==> config.mk <==
export PLATFORM = sky130hd
export DESIGN_NAME = shrs_row_eval
export DESIGN_NICKNAME = d
export VERILOG_FILES = /design/src/design/shrs_pkg.sv /design/src/design/shrs_row_eval.sv
export SDC_FILE = /design/constraint.sdc
export NUM_CORES = 1
export LEC_CHECK = 0
export BUFFER_PORTS_ARGS = -buffer_cell sky130_fd_sc_hd__buf_4
export CORE_AREA = 2 2 134 136
export DETAILED_ROUTE_END_ITERATION = 16
export DIE_AREA = 0 0 136 138
export GPL_ROUTABILITY_DRIVEN = 0
export PLACE_DENSITY = 0.68
export SYNTH_ARGS = -nofsm -noshare
export SYNTH_HDL_FRONTEND = slang
export SYNTH_SLANG_ARGS = --single-unit
export TNS_END_PERCENT = 1
==> constraint.sdc <==
create_clock -name vclk -period 5.5
set_input_delay 0.275 -clock vclk [all_inputs]
set_output_delay 0.275 -clock vclk [all_outputs]
set_load 0.02 [all_outputs]
==> src/design/shrs_pkg.sv <==
// Shared types and constants for the streaming-aware RRIP replacement core.
// Depends on nothing; imported by the row evaluator and the top level.
`default_nettype none

package shrs_pkg;

  localparam int unsigned DEF_NUM_SETS    = 2048;
  localparam int unsigned DEF_NUM_WAYS    = 16;
  localparam int unsigned DEF_SIG_ENTRIES = 1024;

  localparam int unsigned BLK_W     = 32;
  localparam int unsigned PC_W      = 64;
  localparam int unsigned SIG_W     = 5;
  localparam int unsigned CTR_W     = 2;
  localparam int unsigned RRPV_W    = 2;
  localparam int unsigned MAX_WAY_W = 5;
  localparam int unsigned OUT_WAY_W = 4;

  localparam int unsigned SIG_SHIFT  = 5;
  localparam int unsigned IDX_SHIFT  = 10;
  localparam int unsigned EIDX_SHIFT = 2;

  localparam logic [SIG_W-1:0]  SIG_MASK   = 5'h1F;
  localparam logic [RRPV_W-1:0] RRPV_MAX   = 2'd3;
  localparam logic [RRPV_W-1:0] RRPV_NEAR  = 2'd0;
  localparam logic [CTR_W-1:0]  CTR_RESET  = 2'd1;
  localparam logic [CTR_W-1:0]  CTR_MAX    = 2'd3;
  localparam logic [CTR_W-1:0]  CTR_THRESH = 2'd2;

  localparam logic REQ_VICTIM = 1'b0;
  localparam logic REQ_UPDATE = 1'b1;

  typedef enum logic [1:0] {
    S_CLEAR,
    S_IDLE,
    S_EVAL,
    S_DEC
  } shrs_state_e;

  typedef struct packed {
    logic [MAX_WAY_W-1:0] victim;
    logic [SIG_W-1:0]     old_sig;
    logic [CTR_W-1:0]     ctr_inc;
  } shrs_eval_t;

endpackage

`default_nettype wire

==> src/design/shrs_row_eval.sv <==
// Set-row evaluator: ageing and victim search, hit promotion, fill insertion
// and streaming detection on one read set row. Depends on shrs_pkg.
`default_nettype none

module shrs_row_eval #(
  parameter int unsigned NUM_WAYS = 16,
  parameter int unsigned WAY_W    = 4,
  parameter int unsigned ROW_W    = 145
) (
  input  logic [ROW_W-1:0]             row_i,
  input  logic                         req_type_i,
  input  logic [WAY_W-1:0]             way_i,
  input  logic                         hit_i,
  input  logic [shrs_pkg::SIG_W-1:0]   sig_i,
  input  logic [shrs_pkg::BLK_W-1:0]   blk_i,
  input  logic [shrs_pkg::CTR_W-1:0]   ctr_i,
  output logic [ROW_W-1:0]             row_o,
  output shrs_pkg::shrs_eval_t         eval_o
);

  import shrs_pkg::*;

  localparam int unsigned RR_BASE  = 0;
  localparam int unsigned SG_BASE  = NUM_WAYS * RRPV_W;
  localparam int unsigned ST_BIT   = NUM_WAYS * (RRPV_W + SIG_W);
  localparam int unsigned BLK_BASE = ST_BIT + 1;

  logic [RRPV_W-1:0] rr     [NUM_WAYS];
  logic [RRPV_W-1:0] aged   [NUM_WAYS];
  logic [RRPV_W-1:0] new_rr [NUM_WAYS];
  logic [SIG_W-1:0]  sg     [NUM_WAYS];
  logic [SIG_W-1:0]  new_sg [NUM_WAYS];
  logic [NUM_WAYS-1:0] hi_bits;
  logic [NUM_WAYS-1:0] lo_top;
  logic [RRPV_W-1:0] top;
  logic [RRPV_W-1:0] add;
  logic [RRPV_W-1:0] ins;
  logic [WAY_W-1:0]  first;
  logic [BLK_W-1:0]  prev;
  logic [BLK_W-1:0]  delta;
  logic              stream_old;
  logic              stream_new;

  always_comb begin
    for (int w = 0; w < NUM_WAYS; w++) begin
      rr[w] = row_i[RR_BASE + w*RRPV_W +: RRPV_W];
      sg[w] = row_i[SG_BASE + w*SIG_W +: SIG_W];
    end
    stream_old = row_i[ST_BIT];
    prev       = row_i[BLK_BASE +: BLK_W];

    for (int w = 0; w < NUM_WAYS; w++) begin
      hi_bits[w] = rr[w][1];
    end
    top[1] = |hi_bits;
    for (int w = 0; w < NUM_WAYS; w++) begin
      lo_top[w] = rr[w][0] & (rr[w][1] == top[1]);
    end
    top[0] = |lo_top;
    add    = RRPV_MAX - top;

    for (int w = 0; w < NUM_WAYS; w++) begin
      aged[w] = rr[w] + add;
    end
    first = '0;
    for (int w = NUM_WAYS - 1; w >= 0; w--) begin
      if (aged[w] == RRPV_MAX) begin
        first = WAY_W'(w);
      end
    end

    delta = blk_i - prev;
    if (prev != '0 && (delta == BLK_W'(1) || delta == '1)) begin
      stream_new = 1'b1;
    end else if (prev != '0 && delta != '0) begin
      stream_new = 1'b0;
    end else begin
      stream_new = stream_old;
    end

    if (stream_new) begin
      ins = RRPV_MAX;
    end else begin
      ins = (ctr_i >= CTR_THRESH) ? RRPV_NEAR : RRPV_MAX;
    end

    for (int w = 0; w < NUM_WAYS; w++) begin
      new_rr[w] = rr[w];
      new_sg[w] = sg[w];
    end
    row_o = row_i;
    if (req_type_i == REQ_VICTIM) begin
      for (int w = 0; w < NUM_WAYS; w++) begin
        new_rr[w] = aged[w];
      end
    end else begin
      new_rr[way_i] = hit_i ? RRPV_NEAR : ins;
      if (!hit_i) begin
        new_sg[way_i] = sig_i;
      end
      row_o[ST_BIT]              = stream_new;
      row_o[BLK_BASE +: BLK_W]   = blk_i;
    end
    for (int w = 0; w < NUM_WAYS; w++) begin
      row_o[RR_BASE + w*RRPV_W +: RRPV_W] = new_rr[w];
      row_o[SG_BASE + w*SIG_W +: SIG_W]   = new_sg[w];
    end

    eval_o.victim  = MAX_WAY_W'(first);
    eval_o.old_sig = sg[way_i];
    eval_o.ctr_inc = (ctr_i == CTR_MAX) ? ctr_i : ctr_i + CTR_W'(1);
  end

endmodule

`default_nettype wire

==> metrics <==
status complete, no violations; maximum VDD drop approximately 0.061 mV; Starting Density between 30% and 40%; critical path's largest stage delay around 0.61 ns; grt total ovfl 0; global-route wire length before repair 44080 um; register area share after synthesis 0%; Non-Filler Instances roughly 1500; Setup WS post-layout 1.072 ns; Most common cell on crit path buf_4; initial antenna violation count 0; hpwl dp ~25000 um; Buffers on Ports 346; number of global-route vias before repair between 7000 and 8000; vias post-DR 8584; routed wire length ~30000 um; critical-path cell with the highest stage delay a2111oi_2; Pins Over Slew Limit 0; Worst-Margin Slew a little under 1 ns; die area roughly 19000 um^2; minimum clock period about 4.4 ns; Antenna Cells 0; Final Cycle Share between 80% and 90%; Die Wd 136 um; Yosys warning total 0; Cell Rows approximately 50; crit path launch type input pin; DRC Markers 0; post-synth top area cell mux2_2; post-synthesis net count 1191; Avg Cell Area, Syn between 6 and 7 um^2; post-route antenna net violation count 0; CP cell instances buf_4 -> inv_1 -> ha_1 -> a21oi_1 -> o21ai_0 -> a22oi_1 -> a21o_1 -> a31oi_1 -> or4_1 -> a2111oi_2 -> a211oi_4 -> buf_4 -> o21ai_2 -> buf_4; DP Worst Slack roughly 1.1 ns; Pwr Total 925.7 uW; Post-Syn Area roughly 6400 um^2; WL per Instance between 20 and 25 um; FF+latch count 0; CP Class input pin to output pin; Pre-Repair DR Iteration Count 5; Die H 138 um; design area between 9000 and 10000 um^2; HP Class input pin to output pin; fin nets about 1500; Synth top area share 14.43%; Worst Path Required approximately 5.2 ns; fmax between 200 and 250 MHz; crit path DAT between 4 and 5 ns; power per cell area between 100 and 150 nW/um^2; final hold vios 0; First DRT Iteration DRCs between 600 and 700; LEAKAGE 0.004178 uW; Crit Path Max Fanout 32; cell count after placement around 1500; hold buffer count at CTS 0; unrepaired setup endpoints after global routing no; Setup Viol. Count Final 0; Placed Area 9067 um^2; share of cells above drive strength 1 39.61%; Worst slew margin 35.42%; post-CTS resize count 0; storage element area 0 um^2; MaxCap Viol Count 0; Cell variety after synth between 70 and 80; core area between 15000 and 20000 um^2; Synth Instances ~950; Critical Path Sink Type output pin; Layout Area Growth over Synthesis 41.71%; largest net degree at the start of global routing slightly above 90; post-CTS setup buffer count 0; via-per-instance ratio between 5 and 6; Tot GR Track Use 29.44%; setup tns final 0 ns; clock buf count 0; Ports 347; Synth area leaders mux2_2 (14%), ha_1 (9.2%), nand2_1 (9.0%)
## critical path, delay by kind of cell
kind            cells  cell delay, ns
compound gates      8            2.29
fa+ha+maj           1            0.42
buf+inv             4            0.59
simple gates        1            0.54
## worst paths after layout
kind / start / cells after the start / endpoint / slack [ns]
max: row_i[120] / 14 / row_o[31] / 1.07
min: ctr_i[0] / 3 / eval_o[0] / 0.83
## cell usage in the layout, fill, tap and decap left out, drive strengths merged, types with 8 or more instances in the layout
cell,count
mux2,82
buf,351
nand3,28
ha,47
a21oi,72
nand4,24
nor2b,11
a21o,18
nand2,153
o21ai,141
nor3,10
nor2,75
xor2,12
and2,12
and3,9
xnor2,19
nor4,17
mux4,25
inv,43
a21boi,8
## kinds of logic (layout without fill, tap and decap cells)
logic type	count (synthesis)	count (layout)	share of synthesized area, %
other cells	1	1	0.05861
mux	107	107	23.23
fa+ha+maj	48	48	9.503
buf+inv	105	394	6.688
compound gates	300	300	29.61
simple gates	361	361	26.67
xor+xnor	31	31	4.243
## cells in the mapped netlist, drive strengths merged (3+ instances only)
cell type,n
nand2,153
o21ai,141
mux2,82
nor2,75
a21oi,72
clkbuf,47
ha,47
inv,43
nand3,28
mux4,25
nand4,24
xnor2,19
a21o,18
nor4,17
buf,15
and2,12
xor2,12
nor2b,11
nor3,10
and3,9
a21boi,8
a211oi,7
a31oi,6
o211ai,5
a2111oi,4
a221oi,4
nand2b,4
o21a,4
o221ai,4
a211o,3
a311oi,3
and4,3
or2,3
or3,3
## report_power, final
group / total [uW] / leakage (uW) / internal, uW / switching (uW)
sequential: 0 / 0 / 0 / 0
clock: 0 / 0 / 0 / 0
combinational: 926 / 0.00418 / 402 / 524
total: 926 / 0.00418 / 402 / 524
## layer usage
metal  vias to the layer above  wire [um]  track usage, %
met2                       421      13900           49.70
met4                         0        942           7.785
li1                       4105          -               -
met3                        54       2448           4.547
met1                      4004      12450           38.85
met5                         -          0               0
## metrics by stage
stage	hold slack, ns	utilization, %
final	0.8277	51.71
after floorplan	0.6758	-
after global placement	0.8232	51.71
after CTS	0.8283	51.71
after global routing	0.8411	51.71
after detailed placement	0.8283	51.71
## cell type report
class | count | area (um^2)
Inverter | 43 | 161.4
Multi-Input combinational cell | 848 | 5984
Tap cell | 229 | 286.5
Fill cell | 1809 | 8467
Timing Repair Buffer | 351 | 2635
(Power assumes the default switching activity.)
