--- src/design/shrs_ram.sv ---
// Generic single-port-write, single-port-read synchronous RAM, registered read.
// Standalone; no package dependency.
`default_nettype none

module shrs_ram #(
  parameter int unsigned WIDTH  = 8,
  parameter int unsigned DEPTH  = 16,
  parameter int unsigned ADDR_W = (DEPTH > 1) ? $clog2(DEPTH) : 1
) (
  input  logic              clk_i,
  input  logic              we_i,
  input  logic [ADDR_W-1:0] waddr_i,
  input  logic [WIDTH-1:0]  wdata_i,
  input  logic [ADDR_W-1:0] raddr_i,
  output logic [WIDTH-1:0]  rdata_o
);

  logic [WIDTH-1:0] mem [DEPTH];
  logic [WIDTH-1:0] rdata_q;

  always_ff @(posedge clk_i) begin
    if (we_i) begin
      mem[waddr_i] <= wdata_i;
    end
    rdata_q <= mem[raddr_i];
  end

  assign rdata_o = rdata_q;

endmodule

`default_nettype wire

--- config.mk ---
export PLATFORM = sky130hd
export DESIGN_NAME = shrs_ram
export DESIGN_NICKNAME = d
export VERILOG_FILES = /design/src/design/shrs_ram.sv
export SDC_FILE = /design/constraint.sdc
export NUM_CORES = 1
export LEC_CHECK = 0
export BUFFER_PORTS_ARGS = -buffer_cell sky130_fd_sc_hd__buf_2
export CAP_MARGIN = 30
export CORE_MARGIN = 2
export CORE_UTILIZATION = 59
export CTS_CLUSTER_SIZE = 40
export DETAILED_ROUTE_END_ITERATION = 8
export PLACE_DENSITY = 0.83
export SLEW_MARGIN = 20
export SYNTH_ARGS = -nofsm -noshare
export SYNTH_HDL_FRONTEND = slang
export SYNTH_SLANG_ARGS = --single-unit
export TNS_END_PERCENT = 10
--- constraint.sdc ---
create_clock -name clk_i -period 2.7 [get_ports clk_i]
set_input_delay 0.54 -clock clk_i [delete_from_list [all_inputs] [get_ports clk_i]]
set_output_delay 0.54 -clock clk_i [all_outputs]
set_load 0.05 [all_outputs]
==> key figures, run 1 <==
Layout
  – P&R area growth vs syn: 19.4%
  – Utilization after layout: 71.5%
  – Fin area: 6140 sq um
  – Diodes inserted: 0
  – Net count, final: around 300
  – Layout cells sized above 1: about a third

Setup path
  – CP top delay family: flip-flops
  – CP peak stage delay: 0.35 ns
  – Crit path DAT: ~1.2 ns
  – CP Launch Type: flop
  – Slowest CP cell: dfxtp_1
  – CP endpoint kind: output pin
  – Worst Path Max Fanout: 1
  – Critical Path RT: roughly 2.2 ns
  – Worst-path cell chain: buf_2
  – Critical path class: reg2out
  – WP buf/inv: 1

Global route
  – First-pass GRT wire length: roughly 15000 um
  – Initial antenna violation count: 0
  – Vias in the first global route: 2500
  – Tot GR Track Use: 22.8%
  – Largest net degree at the start of global routing: 17
  – Remaining global-route overflow: 0

Clock tree
  – CTS sink count: about 140
  – Clock Path Buffers: 2
  – CTS-repair resized insts: 0
  – Root Driver: clkbuf_8
  – Post-CTS setup buffer count: 0
  – CTS Hold Bufs: 0
  – CTS clk-pin slew, worst paths: around 0.060 ns
  – CTS tree: built
  – Clock Latency Late Sink: between 0.5 and 0.6 ns
  – CTS Buf Count: 17
  – CTS H-tree depth: 4

Drt
  – Via density: approximately 6.2
  – Final wirelength: 10000 um
  – Avg WL per Cell: 24.8 um
  – Routed via count: 2508
  – Iter 0 DRT Violations: between 200 and 300
  – Antenna-violating nets left: 0
  – Drt first pass iters: 5
  – DRC violations left: 0

Synth
  – Synth Flop Type: edfxtp_1
  – Most common cell in the netlist: edfxtp_1
  – Asr flop ratio synth: 0%
  – Mapped Area: approximately 5000 sq um
  – Sequential fraction of the synthesis area: roughly 78%
  – Dominant cell type by area after synthesis: edfxtp_1
  – Syn Inst Count: 229
  – Top cells by area, synth: edfxtp_1 (75%), mux4_2 (7.9%), mux4_1 (7.1%)
  – Synthesis Warnings: 0
  – Post-synth top cells: edfxtp_1 (128), mux4_2 (18), a22oi_1 (16)
  – Total nets after synthesis: 247
  – Synth Area per Inst: 22.5 sq um
  – Synth top area share: 74.7%
  – Post-synth EDFFs: 128
  – Number of library cell types mapped by synthesis: 19
  – Seq cells post-synth: approximately 140

STA
  – Worst-Margin Slew: 0.826 ns
  – Min cycle time layout: between 1.5 and 2 ns
  – Fin. max-slew vios: 0
  – Final setup vio count: 0
  – Total negative setup slack: 0 ns
  – Normalized max-slew margin: around 45%
  – Fin. Hold Viols: 0
  – Fmax: ~590 MHz
  – Final period util: between 60 and 70%
  – Clock Skews: between 0.007 and 0.008 ns
  – RSZ-0062 raised after global routing: false
  – Hold WS: between 0.4 and 0.5 ns

Floorplanning
  – Die width: 97.4 um
  – FP Rows: 34
  – Die H: ~100 um
  – Die Area: around 9500 sq um
  – Ports: 26
  – Core area: roughly 8600 sq um
  – Initial Util: about three fifths

Power and ir drop
  – Peak VDD IR: about 0.6 mV
  – Power Total: 5.17 mW
  – Pwr Density: between 800 and 900 nW/um^2
  – Leakage: between 2 and 2.5 nW

Place
  – Placed inst area: 5500 sq um
  – Detailed Place HPWL: 5980 um
  – PortBufs: 25
  – Global placer's final weighted congestion: ~0.79

Status
  – Status: completed

Worst hold path
  – HP Class: in2reg

Flow run
  – Number of max-cap violations: 0
## worst paths after layout
kind	startpoint	endpoint	slack, ns	cells past startpoint
max	rdata_o[2]	rdata_o[2]	1.01	1
min	wdata_i[2]	mem[3][2]	0.41	1
max reg2reg	mem[2][1]	rdata_o[1]	1.29	3
min reg2reg	mem[4][2]	rdata_o[2]	0.68	3
## report_power, final
group | switching [mW] | total (mW) | internal (mW)
Clock | 0.837 | 2.52 | 1.69
Sequential | 0.0151 | 2.38 | 2.36
Combinational | 0.170 | 0.266 | 0.0958
Total | 1.02 | 5.17 | 4.14
## metal layers
layer  share of wire, %  global-route usage [%]  vias up
met2                 50                    34.7      132
met1                 41                    31.6     1275
met4                1.8                    9.83        0
met5                  0                       0        -
li1                   -                       -     1082
met3                7.0                    6.33       19
## cell usage in the layout (no fill, tap or decap), drive strengths merged
| cell | Yosys | layout |
|---|---|---|
| inv | 0 | 1 |
| and2 | 1 | 1 |
| nor3 | 4 | 4 |
| nand2b | 2 | 2 |
| bufinv | 0 | 6 |
| clkinv | 0 | 3 |
| clkinvlp | 0 | 2 |
| buf | 7 | 45 |
| or3b | 1 | 1 |
| mux4 | 32 | 32 |
| nor2 | 13 | 13 |
| nand2 | 9 | 9 |
| and2b | 1 | 1 |
| dfxtp | 8 | 8 |
| a22oi | 16 | 16 |
| nand3b | 2 | 2 |
| nand3 | 1 | 1 |
| clkbuf | 0 | 20 |
| nor2b | 1 | 1 |
| edfxtp | 128 | 128 |
## layout make-up
type | count | area [sq um]
multi-input cells | 83 | 1060
clock buffers | 20 | 425
well taps | 108 | 135
repair buffers | 45 | 300
clock inverters | 12 | 223
flip-flops and latches | 136 | 4000
fillers | 472 | 2450
## through the flow
stage | setup WS (ns) | cells
floorplan | 0.667 | 229
global placement | 0.525 | 372
detailed placement | 0.463 | 372
CTS | 0.992 | 404
global route | 0.954 | 404
finish | 1.01 | 404
## logic make-up after synthesis
logic type / share of synthesized area (%)
AO/OA/AOI/OAI: 2.33
AND/OR/NAND/NOR: 3.18
flip-flops: 77.8
multiplexers: 15.0
buffers and inverters: 1.68
## state kept, by name (all words and copies together), names as in the netlist
name	count
rdata_o	8
mem	128
No activity file was read; power rests on OpenSTA's default activity.
==> run 2: changes to the inputs <==
clock period = 1.59 ns   (was 2.7 ns; I/O delays follow)
==> key figures, run 2 (same netlist as run 1, synthesis figures left out) <==
Status
  – Status: completed

STA
  – Clock Skews: 0.00907 ns
  – Worst-Margin Slew: approximately 0.8 ns
  – Normalized max-slew margin: 46.2%
  – RSZ-0062 raised after global routing: false
  – Fmax: 681 MHz
  – Hold WS: 0.174 ns
  – Fin. Hold Viols: 0
  – Min cycle time layout: between 1 and 1.5 ns
  – Final period util: between 90% and 100%
  – Final setup vio count: 0
  – Fin. max-slew vios: 0
  – Total negative setup slack: 0 ns
  – Final worst setup slack: 0.121 ns

Floorplanning
  – FP Rows: 34
  – Die H: ~97 um
  – Initial Util: between 50 and 60%
  – Ports: 26
  – Die width: between 90 and 100 um
  – Core area: approximately 8600 sq um
  – Die Area: 9490 sq um

Clock tree
  – CTS clk-pin slew, worst paths: approximately 0.060 ns
  – Root Driver: clkbuf_8
  – CTS Hold Bufs: 0
  – Clock Path Buffers: 2
  – CTS H-tree depth: 4
  – CTS Buf Count: 17
  – CTS-repair resized insts: 0
  – CTS sink count: about 140
  – CTS tree: built
  – Post-CTS setup buffer count: 0
  – Clock Latency Late Sink: 0.53 ns

Setup path
  – CP peak stage delay: about 0.36 ns
  – CP top delay family: flip-flops
  – CP Launch Type: flop
  – CP endpoint kind: output pin
  – Crit path DAT: around 1.2 ns
  – Slowest CP cell: dfxtp_1
  – Worst-path cell chain: buf_2
  – WP buf/inv: 1
  – Critical Path RT: 1.27 ns
  – Critical path class: reg2out
  – Worst Path Max Fanout: 1

Layout
  – Fin area: between 6000 and 7000 sq um
  – Diodes inserted: 0
  – Largest register by flop count: mem
  – Most common cell after layout, fill and taps aside: edfxtp_1
  – Final Non-Filler Cells: 415
  – P&R area growth vs syn: 19.3%
  – Number of flip-flops under the largest register name: 128
  – Layout cells sized above 1: about a third
  – Most frequent cells in the layout: edfxtp_1 (128), buf_4 (28), buf_2 (25), mux4_2 (18)
  – Net count, final: 312
  – Utilization after layout: between 70% and 80%
  – # fillers: between 400 and 500

Power and ir drop
  – Leakage: approximately 2.1 nW
  – Pwr Density: approximately 1300 nW/um^2
  – Power Total: between 8 and 9 mW
  – Peak VDD IR: 0.903 mV

Drt
  – DRC violations left: 0
  – Iter 0 DRT Violations: roughly 250
  – Antenna-violating nets left: 0
  – Via density: just over 6
  – Avg WL per Cell: approximately 25 um
  – Routed via count: 2565
  – Final wirelength: around 10000 um
  – Drt first pass iters: 4

Global route
  – Initial antenna violation count: 0
  – Remaining global-route overflow: 0
  – Vias in the first global route: 2600
  – Largest net degree at the start of global routing: 21
  – Tot GR Track Use: a little under a quarter
  – First-pass GRT wire length: between 15000 and 20000 um

Place
  – Placed inst area: around 5600 sq um
  – Worst slack, placed: -0.135 ns
  – PortBufs: 25
  – Global placer's final weighted congestion: between 0.7 and 0.8
  – Placed cell count: approximately 380
  – Detailed Place HPWL: between 6000 and 7000 um

Flow run
  – Number of max-cap violations: 0

Worst hold path
  – HP Class: in2reg
## run 2: cell types whose count changed in the layout (fill, tap and decap cells not counted), moves of 2 or more
cell,before,now
clkinvlp_4,2,4
bufinv_16,6,1
clkinv_4,1,4
clkbuf_1,3,1
buf_4,18,28
## run 2: final cells by class
| cell class | count | area [sq um] | area share [%] |
|---|---|---|---|
| Timing Repair Buffer | 56 | 395 | 6.44 |
| Multi-Input combinational cell | 83 | 1060 | 17.3 |
| Clock buffer | 18 | 418 | 6.81 |
| Sequential cell | 136 | 4000 | 65.2 |
| Tap cell | 108 | 135 | 2.20 |
| Clock inverter | 14 | 126 | 2.06 |
## run 2: worst paths after layout
| path | cells after the start | endpoint | slack, ns | start |
|---|---|---|---|---|
| worst min register to register | 3 | rdata_o[4] | 0.67 | mem[14][4] |
| worst max register to register | 3 | rdata_o[1] | 0.20 | mem[1][1] |
| worst min-delay path | 1 | mem[5][3] | 0.17 | wdata_i[3] |
| worst max-delay path | 1 | rdata_o[1] | 0.12 | rdata_o[1] |
## run 2: worst register-to-register path, stage by stage (launching register included)
cell      delay [ns]
edfxtp_1        0.40
mux4_1          0.56
a22oi_1         0.22
nand2_1         0.08
## run 2: power breakdown
group	internal (mW)	total [mW]	switching [mW]
registers	4.01	4.04	0.0287
logic	0.175	0.470	0.295
clock network	2.07	3.55	1.48
total	6.26	8.06	1.80
## run 2: routing by layer
metal	track usage [%]	up-vias	part of all wire, %
li1	-	1107	-
met1	31.6	1324	41
met2	37.6	115	51
met3	5.76	19	6.1
met4	9.94	0	1.9
met5	0	-	0
==> run 3: changes to the inputs <==
PLACE_DENSITY = 0.86   (was 0.83)
==> key figures, run 3 (same netlist as run 1, synthesis figures left out) <==
Place
  – PortBufs: 25
  – Worst slack, placed: -0.132 ns
  – Global placer's final weighted congestion: 0.764
  – Placed cell count: around 380
  – Placed inst area: between 5000 and 6000 sq um
  – Detailed Place HPWL: 6220 um

Global route
  – Met1 Use GR: roughly a third
  – GRT Max-Usage Layer: met2
  – Tot GR Track Use: 24.7%
  – Largest net degree at the start of global routing: 17
  – Global Route met2 Usage: a little under two fifths
  – Initial antenna violation count: 0
  – Remaining global-route overflow: 0
  – Vias in the first global route: 2644
  – First-pass GRT wire length: ~16000 um
  – Met3 Use GR: a little under 8%

Layout
  – Most common cell after layout, fill and taps aside: edfxtp_1
  – Layout cells sized above 1: 33.8%
  – Utilization after layout: between 70% and 80%
  – Diodes inserted: 0
  – Final Non-Filler Cells: 410
  – Number of flip-flops under the largest register name: ~130
  – Most frequent cells in the layout: edfxtp_1 (128), buf_2 (25), buf_4 (23), mux4_2 (18)
  – Fin area: 6180 sq um
  – # fillers: slightly below 500
  – P&R area growth vs syn: 20.0%
  – Net count, final: about 310
  – Largest register by flop count: mem

Worst hold path
  – WHS Endpoint: mem[13][5]
  – Worst Hold Path Cells: 1
  – HP Class: in2reg
  – HP Start: wdata_i[5]

Clock tree
  – CTS tree: built
  – CTS sink count: 136
  – Clock Path Buffers: 2
  – CTS-repair resized insts: 0
  – Root Driver: clkbuf_8
  – CTS Hold Bufs: 0
  – CTS H-tree depth: 4
  – Clock Latency Late Sink: between 0.5 and 0.6 ns
  – Post-CTS setup buffer count: 0
  – CTS clk-pin slew, worst paths: about 0.06 ns
  – CTS Buf Count: 17

Setup path
  – Crit path DAT: around 1.1 ns
  – Critical path class: reg2out
  – Flop-to-flop setup slack: ~0.19 ns
  – Worst reg2reg path depth: 3
  – Worst reg2reg endpoint: rdata_o[6]
  – CP Launch Type: flop
  – Worst-path cell chain: buf_2
  – Worst Path Max Fanout: 1
  – CP endpoint kind: output pin
  – Slowest CP cell: dfxtp_1
  – CP top delay family: flip-flops
  – Critical Path RT: ~1.3 ns
  – WP buf/inv: 1
  – CP peak stage delay: between 0.3 and 0.4 ns
  – Reg-to-reg startpoint: mem[0][6]

STA
  – Final setup vio count: 0
  – Fin. Hold Viols: 0
  – Normalized max-slew margin: 45.8%
  – Hold WS: about 0.19 ns
  – Final worst setup slack: approximately 0.15 ns
  – Fmax: just under 700 MHz
  – RSZ-0062 raised after global routing: false
  – Clock Skews: around 0.0071 ns
  – Min cycle time layout: approximately 1.4 ns
  – Final period util: 90.4%
  – Fin. max-slew vios: 0
  – Worst-Margin Slew: slightly above 0.8 ns
  – Total negative setup slack: 0 ns

Power and ir drop
  – Leakage: around 2.1 nW
  – Pwr Density: 1380 nW/um^2
  – Power Total: roughly 8.6 mW
  – Peak VDD IR: slightly above 0.9 mV

Status
  – Status: completed

Drt
  – Drt first pass iters: 4
  – Avg WL per Cell: between 20 and 30 um
  – Antenna-violating nets left: 0
  – DRC violations left: 0
  – Final wirelength: 10600 um
  – Iter 0 DRT Violations: ~330
  – Routed via count: approximately 2500
  – Via density: just over 6

Floorplanning
  – Ports: 26
  – Initial Util: between 50% and 60%
  – Core area: roughly 8600 sq um
  – Die width: between 90 and 100 um
  – FP Rows: 34
  – Die H: about 97 um
  – Die Area: between 9000 and 10000 sq um

Flow run
  – Number of max-cap violations: 0
run 3: cell count changes in the layout (fill, tap and decap cells not counted):
cell / change
inv_6: -2
clkinv_4: -3
clkinv_2: +1
bufinv_16: +3
clkbuf_8: +2
clkinv_1: -1
buf_4: -5
run 3: metal layers:
| layer | vias up | wire [um] |
|---|---|---|
| li1 | 1091 | - |
| met3 | 8 | 704 |
| met5 | - | 0 |
| met1 | 1318 | 4360 |
| met4 | 0 | 136 |
| met2 | 113 | 5450 |
run 3: cell type report:
cell class	count	area [sq um]	share of cell area (%)
Sequential cell	136	4000	64.8
Multi-Input combinational cell	83	1060	17.2
Clock buffer	20	445	7.21
Timing Repair Buffer	51	358	5.79
Clock inverter	12	174	2.81
Tap cell	108	135	2.19
run 3: worst max-delay path by stage:
| stage | depth (start not counted) | from | end |
|---|---|---|---|
| global placement | 5 | raddr_i[0] | rdata_o[7] |
| floorplan | 2 | waddr_i[2] | mem[3][0] |
| CTS | 1 | rdata_o[7] | rdata_o[7] |
| global route | 1 | rdata_o[7] | rdata_o[7] |
| detailed placement | 5 | raddr_i[0] | rdata_o[7] |
| finish | 1 | rdata_o[4] | rdata_o[4] |
run 3: power breakdown:
| group | switching [mW] | total [mW] | internal (mW) |
|---|---|---|---|
| clock network | 1.42 | 4.05 | 2.62 |
| logic | 0.302 | 0.478 | 0.177 |
| registers | 0.0242 | 4.03 | 4.01 |
| total | 1.75 | 8.56 | 6.81 |
